$ cat config.mk
export PLATFORM = sky130hd
export DESIGN_NAME = rtcm3_frame_parser_crc24q_unit
export DESIGN_NICKNAME = d
export VERILOG_FILES = /design/src/sv/rtcm3fp_pkg.sv /design/src/sv/rtcm3_frame_parser_crc24q_unit.sv
export SDC_FILE = /design/constraint.sdc
export NUM_CORES = 1
export LEC_CHECK = 0
export ABC_CLOCK_PERIOD_IN_PS = 13200
export BUFFER_PORTS_ARGS = -buffer_cell sky130_fd_sc_hd__buf_2
export CAP_MARGIN = 10
export CORE_AREA = 2 2 124 126
export DETAILED_ROUTE_END_ITERATION = 16
export DIE_AREA = 0 0 126 128
export PLACE_DENSITY = 0.68
export SETUP_SLACK_MARGIN = 0.4
export SYNTH_ARGS = -nofsm -noshare
export SYNTH_HDL_FRONTEND = slang
export SYNTH_SLANG_ARGS = --single-unit
$ cat constraint.sdc
create_clock -name aclk -period 13.2 [get_ports aclk]
set_clock_uncertainty 0.2 [all_clocks]
set_input_delay 2.64 -clock aclk [delete_from_list [all_inputs] [get_ports aclk]]
set_output_delay 2.64 -clock aclk [all_outputs]
set_load 0.02 [all_outputs]
$ cat src/sv/rtcm3fp_pkg.sv
// ----------------------------------------------------------------------------
// rtcm3fp_pkg
// types, phase codes and crc-24q helper for the rtcm 3 framer
// ----------------------------------------------------------------------------
`timescale 1ns / 1ps

package rtcm3fp_pkg;

    localparam int BUFFER_BYTES_DEFAULT = 2048;
    localparam int CFG_W                = 12;
    localparam int CFG_MAX              = 4095;
    localparam int LEN_W                = 10;

    localparam logic [7:0]  RTCM_PREAMBLE = 8'hD3;
    localparam logic [24:0] CRC24Q_POLY   = 25'h1864CFB;

    localparam logic [3:0] PH_HUNT    = 4'd0;
    localparam logic [3:0] PH_LEN_HI  = 4'd1;
    localparam logic [3:0] PH_LEN_LO  = 4'd2;
    localparam logic [3:0] PH_PAYLOAD = 4'd3;
    localparam logic [3:0] PH_CRC1    = 4'd4;
    localparam logic [3:0] PH_CRC2    = 4'd5;
    localparam logic [3:0] PH_CRC3    = 4'd6;
    localparam logic [3:0] PH_DONE    = 4'd7;
    localparam logic [3:0] PH_STOP    = 4'd8;

    localparam logic OP_BYTE    = 1'b0;
    localparam logic OP_RESTART = 1'b1;

    localparam logic [1:0] ACT_SKIP = 2'd0;
    localparam logic [1:0] ACT_SAVE = 2'd1;
    localparam logic [1:0] ACT_TERM = 2'd2;

    typedef struct packed {
        logic       op;
        logic [7:0] data_byte;
    } in_item_t;

    typedef struct packed {
        logic [3:0]  phase;
        logic        store_valid;
        logic [7:0]  store_byte;
        logic [10:0] store_offset;
        logic        nul_after;
        logic        frame_done;
        logic        crc_error;
        logic        overflow;
        logic [11:0] frame_total;
    } out_item_t;

    // msb-first crc-24q, one byte
    function automatic logic [23:0] crc24q_update(input logic [23:0] crc,
                                                  input logic [7:0]  b);
        logic [24:0] c;
        c = {1'b0, crc ^ {b, 16'h0000}};
        for (int i = 0; i < 8; i++) begin
            c = {c[23:0], 1'b0};
            if (c[24]) begin
                c = c ^ CRC24Q_POLY;
            end
        end
        return c[23:0];
    endfunction

endpackage

$ cat src/sv/rtcm3_frame_parser_crc24q_unit.sv
// ----------------------------------------------------------------------------
// rtcm3_frame_parser_crc24q_unit
// rtcm 3 framer with crc-24q check and buffer store reporting
// ----------------------------------------------------------------------------
// Takes one byte (or a restart) per transfer and returns one result per
// transfer. Its result appears in the cycle after the transfer, and a new
// input is taken in every cycle in which the result register is empty or
// being drained, so the sustained rate is one item per clock. The single
// stage holds the byte-wide crc-24q update and the phase, length and buffer
// space bookkeeping. The capacity register is sampled when a preamble starts
// a frame; writes to it are always accepted.
`timescale 1ns / 1ps

module rtcm3_frame_parser_crc24q_unit #(
    parameter int BUFFER_BYTES = rtcm3fp_pkg::BUFFER_BYTES_DEFAULT
) (
    input  logic                   aclk,
    input  logic                   aresetn,
    input  logic                   s_valid,
    output logic                   s_ready,
    input  rtcm3fp_pkg::in_item_t  s_data,
    output logic                   m_valid,
    input  logic                   m_ready,
    output rtcm3fp_pkg::out_item_t m_data,
    input  logic                   cfg_valid,
    output logic                   cfg_ready,
    input  logic [11:0]            cfg_data
);
    import rtcm3fp_pkg::*;

    localparam int CAP_MAX = (BUFFER_BYTES > CFG_MAX) ? BUFFER_BYTES : CFG_MAX;
    localparam int SPACE_W = $clog2(CAP_MAX + 1);
    localparam logic [SPACE_W-1:0] BB_VAL = SPACE_W'(BUFFER_BYTES);
    localparam logic [SPACE_W-1:0] ONE    = SPACE_W'(1);
    localparam logic [SPACE_W-1:0] TWO    = SPACE_W'(2);

    logic [SPACE_W-1:0] capacity_reg;
    logic [3:0]         phase_reg,  phase_next;
    logic [23:0]        crc_reg,    crc_next;
    logic [LEN_W-1:0]   len_reg,    len_next;
    logic [SPACE_W-1:0] space_reg,  space_next;
    logic [SPACE_W-1:0] wofs_reg,   wofs_next;
    logic               err_reg,    err_next;
    logic               m_valid_reg;
    out_item_t          m_data_reg, m_data_next;

    logic               accept;
    logic [1:0]         action;
    logic               mismatch;
    logic [7:0]         expect_byte;
    logic [7:0]         b;

    assign s_ready   = !m_valid_reg || m_ready;
    assign accept    = s_valid && s_ready;
    assign cfg_ready = 1'b1;
    assign m_valid   = m_valid_reg;
    assign m_data    = m_data_reg;
    assign b         = s_data.data_byte;

    always_comb begin
        unique case (phase_reg)
            PH_CRC1: expect_byte = crc_reg[23:16];
            PH_CRC2: expect_byte = crc_reg[15:8];
            default: expect_byte = crc_reg[7:0];
        endcase
    end

    always_comb begin
        phase_next  = phase_reg;
        crc_next    = crc_reg;
        len_next    = len_reg;
        space_next  = space_reg;
        wofs_next   = wofs_reg;
        err_next    = err_reg;
        action      = ACT_SKIP;
        mismatch    = 1'b0;
        m_data_next = '0;

        if (s_data.op == OP_RESTART) begin
            phase_next = PH_HUNT;
        end else begin
            unique case (phase_reg)
                PH_HUNT: begin
                    if (b == RTCM_PREAMBLE) begin
                        space_next = (capacity_reg > BB_VAL) ? BB_VAL : capacity_reg;
                        wofs_next  = '0;
                        len_next   = '0;
                        err_next   = 1'b0;
                        crc_next   = crc24q_update(24'h000000, b);
                        phase_next = PH_LEN_HI;
                        action     = ACT_SAVE;
                    end
                end
                PH_LEN_HI: begin
                    crc_next   = crc24q_update(crc_reg, b);
                    len_next   = {b[1:0], 8'h00};
                    phase_next = PH_LEN_LO;
                    action     = ACT_SAVE;
                end
                PH_LEN_LO: begin
                    crc_next   = crc24q_update(crc_reg, b);
                    len_next   = {len_reg[9:8], len_reg[7:0] | b};
                    phase_next = (len_next != '0) ? PH_PAYLOAD : PH_CRC1;
                    action     = ACT_SAVE;
                end
                PH_PAYLOAD: begin
                    crc_next = crc24q_update(crc_reg, b);
                    if (len_reg > LEN_W'(1)) begin
                        len_next = len_reg - LEN_W'(1);
                    end else begin
                        len_next   = '0;
                        phase_next = PH_CRC1;
                    end
                    action = ACT_SAVE;
                end
                PH_CRC1, PH_CRC2, PH_CRC3: begin
                    if (b != expect_byte) begin
                        mismatch   = 1'b1;
                        err_next   = 1'b1;
                        phase_next = PH_STOP;
                        action     = ACT_TERM;
                    end else if (phase_reg == PH_CRC3) begin
                        phase_next = PH_DONE;
                        action     = ACT_TERM;
                    end else begin
                        phase_next = phase_reg + 4'd1;
                        action     = ACT_SAVE;
                    end
                end
                default: begin
                end
            endcase

            if (action == ACT_SAVE) begin
                if (space_next != '0) begin
                    m_data_next.store_valid  = 1'b1;
                    m_data_next.store_byte   = b;
                    m_data_next.store_offset = wofs_next[10:0];
                    wofs_next  = wofs_next + ONE;
                    space_next = space_next - ONE;
                end else begin
                    phase_next           = PH_STOP;
                    m_data_next.overflow = 1'b1;
                end
            end else if (action == ACT_TERM) begin
                if (space_next > ONE) begin
                    m_data_next.store_valid  = 1'b1;
                    m_data_next.store_byte   = b;
                    m_data_next.store_offset = wofs_next[10:0];
                    m_data_next.nul_after    = 1'b1;
                    wofs_next  = wofs_next + TWO;
                    space_next = space_next - TWO;
                    if (!mismatch) begin
                        m_data_next.frame_done  = 1'b1;
                        m_data_next.frame_total = wofs_next[11:0];
                    end
                end else begin
                    phase_next           = PH_STOP;
                    m_data_next.overflow = !mismatch;
                end
            end
        end

        m_data_next.phase     = phase_next;
        m_data_next.crc_error = err_next;
    end

    always_ff @(posedge aclk) begin
        if (!aresetn) begin
            capacity_reg <= BB_VAL;
            phase_reg    <= PH_HUNT;
            crc_reg      <= '0;
            len_reg      <= '0;
            space_reg    <= '0;
            wofs_reg     <= '0;
            err_reg      <= 1'b0;
            m_valid_reg  <= 1'b0;
        end else begin
            if (cfg_valid && cfg_ready) begin
                capacity_reg <= SPACE_W'(cfg_data);
            end
            if (accept) begin
                phase_reg <= phase_next;
                crc_reg   <= crc_next;
                len_reg   <= len_next;
                space_reg <= space_next;
                wofs_reg  <= wofs_next;
                err_reg   <= err_next;
            end
            if (accept) begin
                m_valid_reg <= 1'b1;
            end else if (m_ready) begin
                m_valid_reg <= 1'b0;
            end
        end
    end

    always_ff @(posedge aclk) begin
        if (accept) begin
            m_data_reg <= m_data_next;
        end
    end

endmodule

==> impl_metrics.yaml <==
final_layout:
  largest_register_ffs: 40
  design_area_um2: 8247
  area_growth_pct: 12.90
  fill_cells: 1393
  multi_input_area_um2: 4254
  seq_area_um2: 2723
  final_cells: 1115
  drive_above_1_share_pct: 13.59
  antenna_cells: 0
  finalNetCount: 955
worst_hold_path:
  hp-class: "register to register"
logic_synthesis:
  synth_edf_count: 40
  ys_seq_elements: 116
  async_flop_share_pct: 0
  avgSynthCellArea_um2: 8.301
  yosysWarnings: 0
  synth_ff_type: "dfxtp_1"
  synth_nets: 921
  ys_types: 81
  ys_seq_area_share_pct: 37.27
  synthCells: 880
  syn-cell-area_um2: 7305
sta:
  tns_ps: 0
  worst_pin_slew_ps: 1201
  fin_hold_ws_ps: 261.3
  fmax_mhz: 139.9
  setup_viol: 0
  rsz0062_at_grt: "false"
  period_minus_slack_ps: 7149
  maxSlewViolCount: 0
  fin_crit_sh_pct: 54.16
  max_slew_margin_pct: 19.30
  finalHoldViolCount: 0
setup_path:
  crit_type: "input pin to register"
  required_ps: 13170
  startpoint_type: "input pin"
  worstPathMaxFanout: 29
  critPathCaptureType: "register"
  worstPathArrival_ps: 7120
floorplanning:
  initial_core_util_pct: 49.14
  die-area_um2: 16130
  fp.dieH_um: 128
  rows: 45
  core_um2: 14860
  io-pin-count: 69
  die_w_um: 126
clock_network:
  numCtsBuffers: 17
  cts_resized: 0
  cts_setup_buffers: 0
  clockBufferDepth: 2
  hold_buffers: 0
  cts_tree: "done"
  ctsHtreeMaxLevel: 4
  clk_pin_slew_ps: 60
  cts.sinks: 116
  clk_latency_ps: 420
  clockRootBuffer: "clkbuf_16"
placed_design:
  dp_hpwl_um: 13600
  gp_congestion: 0.8845
  post-place-cells: 1083
  placed_cell_area_um2: 7656
  port_buffers: 67
drt:
  postRouteAntennaNets: 0
  drc_errors: 0
  avgRoutedWirePerCell_um: 17.91
  vias: 6704
  drt-initial-drc-count: 748
  drt_pre_antenna_iters: 7
  viasPerCell: 6.013
  routed_wl_um: 19980
run:
  maxCapViolations: 0
global_routing:
  grt_max_degree: 53
  gr-usage-all-layers_pct: 25.10
  antenna_found_initial: 0
  grt_pass1_wl_um: 32550
  grt_pass1_vias: 6137
  overflow: 0
power_and_ir_drop:
  cellPowerDensity_nw_per_um2: 116.9
  power.leakage_nw: 3.172
  ir_drop_uv: 89.62
outcome:
  outcome: "complete, no violations"
Yosys cell counts (17+ instances only):
library cell | n | area (µm²)
nor3_1 | 19 | 95.09
edfxtp_1 | 40 | 1201
a21oi_1 | 75 | 375.4
nor2_1 | 100 | 375.4
o21ai_0 | 62 | 310.3
xor2_1 | 37 | 324.1
clkbuf_1 | 41 | 153.9
nand2_1 | 94 | 352.8
xnor2_1 | 52 | 455.4
and3_1 | 29 | 181.4
dfxtp_1 | 76 | 1521
mux2i_1 | 17 | 170.2
nand3_1 | 24 | 120.1
final timing paths:
check	startpoint	to	slack [ps]	cells past startpoint
max	s_data[7]	m_data[23]$_SDFFCE_PP0P_	6050	15
min	space_reg[0]$_SDFFE_PN0P_	space_reg[0]$_SDFFE_PN0P_	260	2
max reg2reg	phase_reg[0]$_SDFFE_PN0P_	m_data[23]$_SDFFCE_PP0P_	7430	15
min reg2reg	space_reg[0]$_SDFFE_PN0P_	space_reg[0]$_SDFFE_PN0P_	260	2
stage by stage:
| step | setup WS (ps) | power, mW | utilization [%] |
|---|---|---|---|
| after floorplan | 6579 | 0.4743 | - |
| after detailed placement | 5759 | 0.5016 | 51.51 |
| after CTS | 6138 | 0.9669 | 55.48 |
| final | 6051 | 0.9637 | 55.48 |
| after global routing | 5774 | 0.9960 | 55.48 |
| after global placement | 5861 | 0.5011 | 51.51 |
report_power, final:
group	internal, mW	switching (mW)
registers	0.378	0.00484
clock network	0.296	0.172
logic	0.0420	0.0712
worst max-delay path, stage by stage:
cell,delay [ps]
buf_2,250
ha_1,220
nand4_1,260
or3_1,730
buf_4,380
a21oi_1,550
ha_1,460
nor2_1,100
a211oi_2,160
nand4_1,170
nor2b_1,190
a32o_2,330
nor2_1,260
nor2_2,180
and3_1,230
metal layers:
metal | GRT usage [%] | wire, µm
met1 | 36.41 | 9293
met2 | 37.48 | 8654
met5 | 0 | 0
met3 | 4.674 | 1669
met4 | 8.920 | 357
placed cells by master (no fill, tap or decap), types with 6 or more instances in the layout:
| cell | instances |
|---|---|
| nor2_1 | 100 |
| nand2_1 | 94 |
| dfxtp_1 | 76 |
| a21oi_1 | 75 |
| buf_2 | 67 |
| o21ai_0 | 62 |
| xnor2_1 | 52 |
| edfxtp_1 | 40 |
| xor2_1 | 37 |
| and3_1 | 29 |
| nand3_1 | 24 |
| nor3_1 | 19 |
| mux2i_1 | 17 |
| clkbuf_16 | 17 |
| ha_1 | 15 |
| and2_1 | 13 |
| nor4_1 | 12 |
| inv_1 | 12 |
| a31oi_1 | 12 |
| nand4_1 | 10 |
| a22o_1 | 9 |
| a211oi_1 | 9 |
| a22oi_1 | 8 |
| buf_4 | 7 |
| o211ai_1 | 6 |
final cells by class:
class | count | share of cell area (%)
clock buffers | 19 | 5.250
clock inverters | 13 | 1.912
inverters | 15 | 0.6827
multi-input cells | 690 | 51.59
flip-flops and latches | 116 | 33.01
well taps | 188 | 2.852
repair buffers | 74 | 4.703
logic make-up (layout without fill, tap and decap cells):
logic type / Yosys count / after routing / synth area share [%]
xor gates and xnor gates: 93 / 93 / 11.56
adders and majority gates: 15 / 15 / 2.569
buffers and inverters: 74 / 121 / 4.488
and+or+nand+nor: 333 / 333 / 21.65
DFF: 116 / 116 / 37.27
AOI/OAI and AO/OA: 229 / 229 / 19.72
muxes: 19 / 19 / 2.689
other: 1 / 1 / 0.05134
No activity file was read; power rests on OpenSTA's default activity.
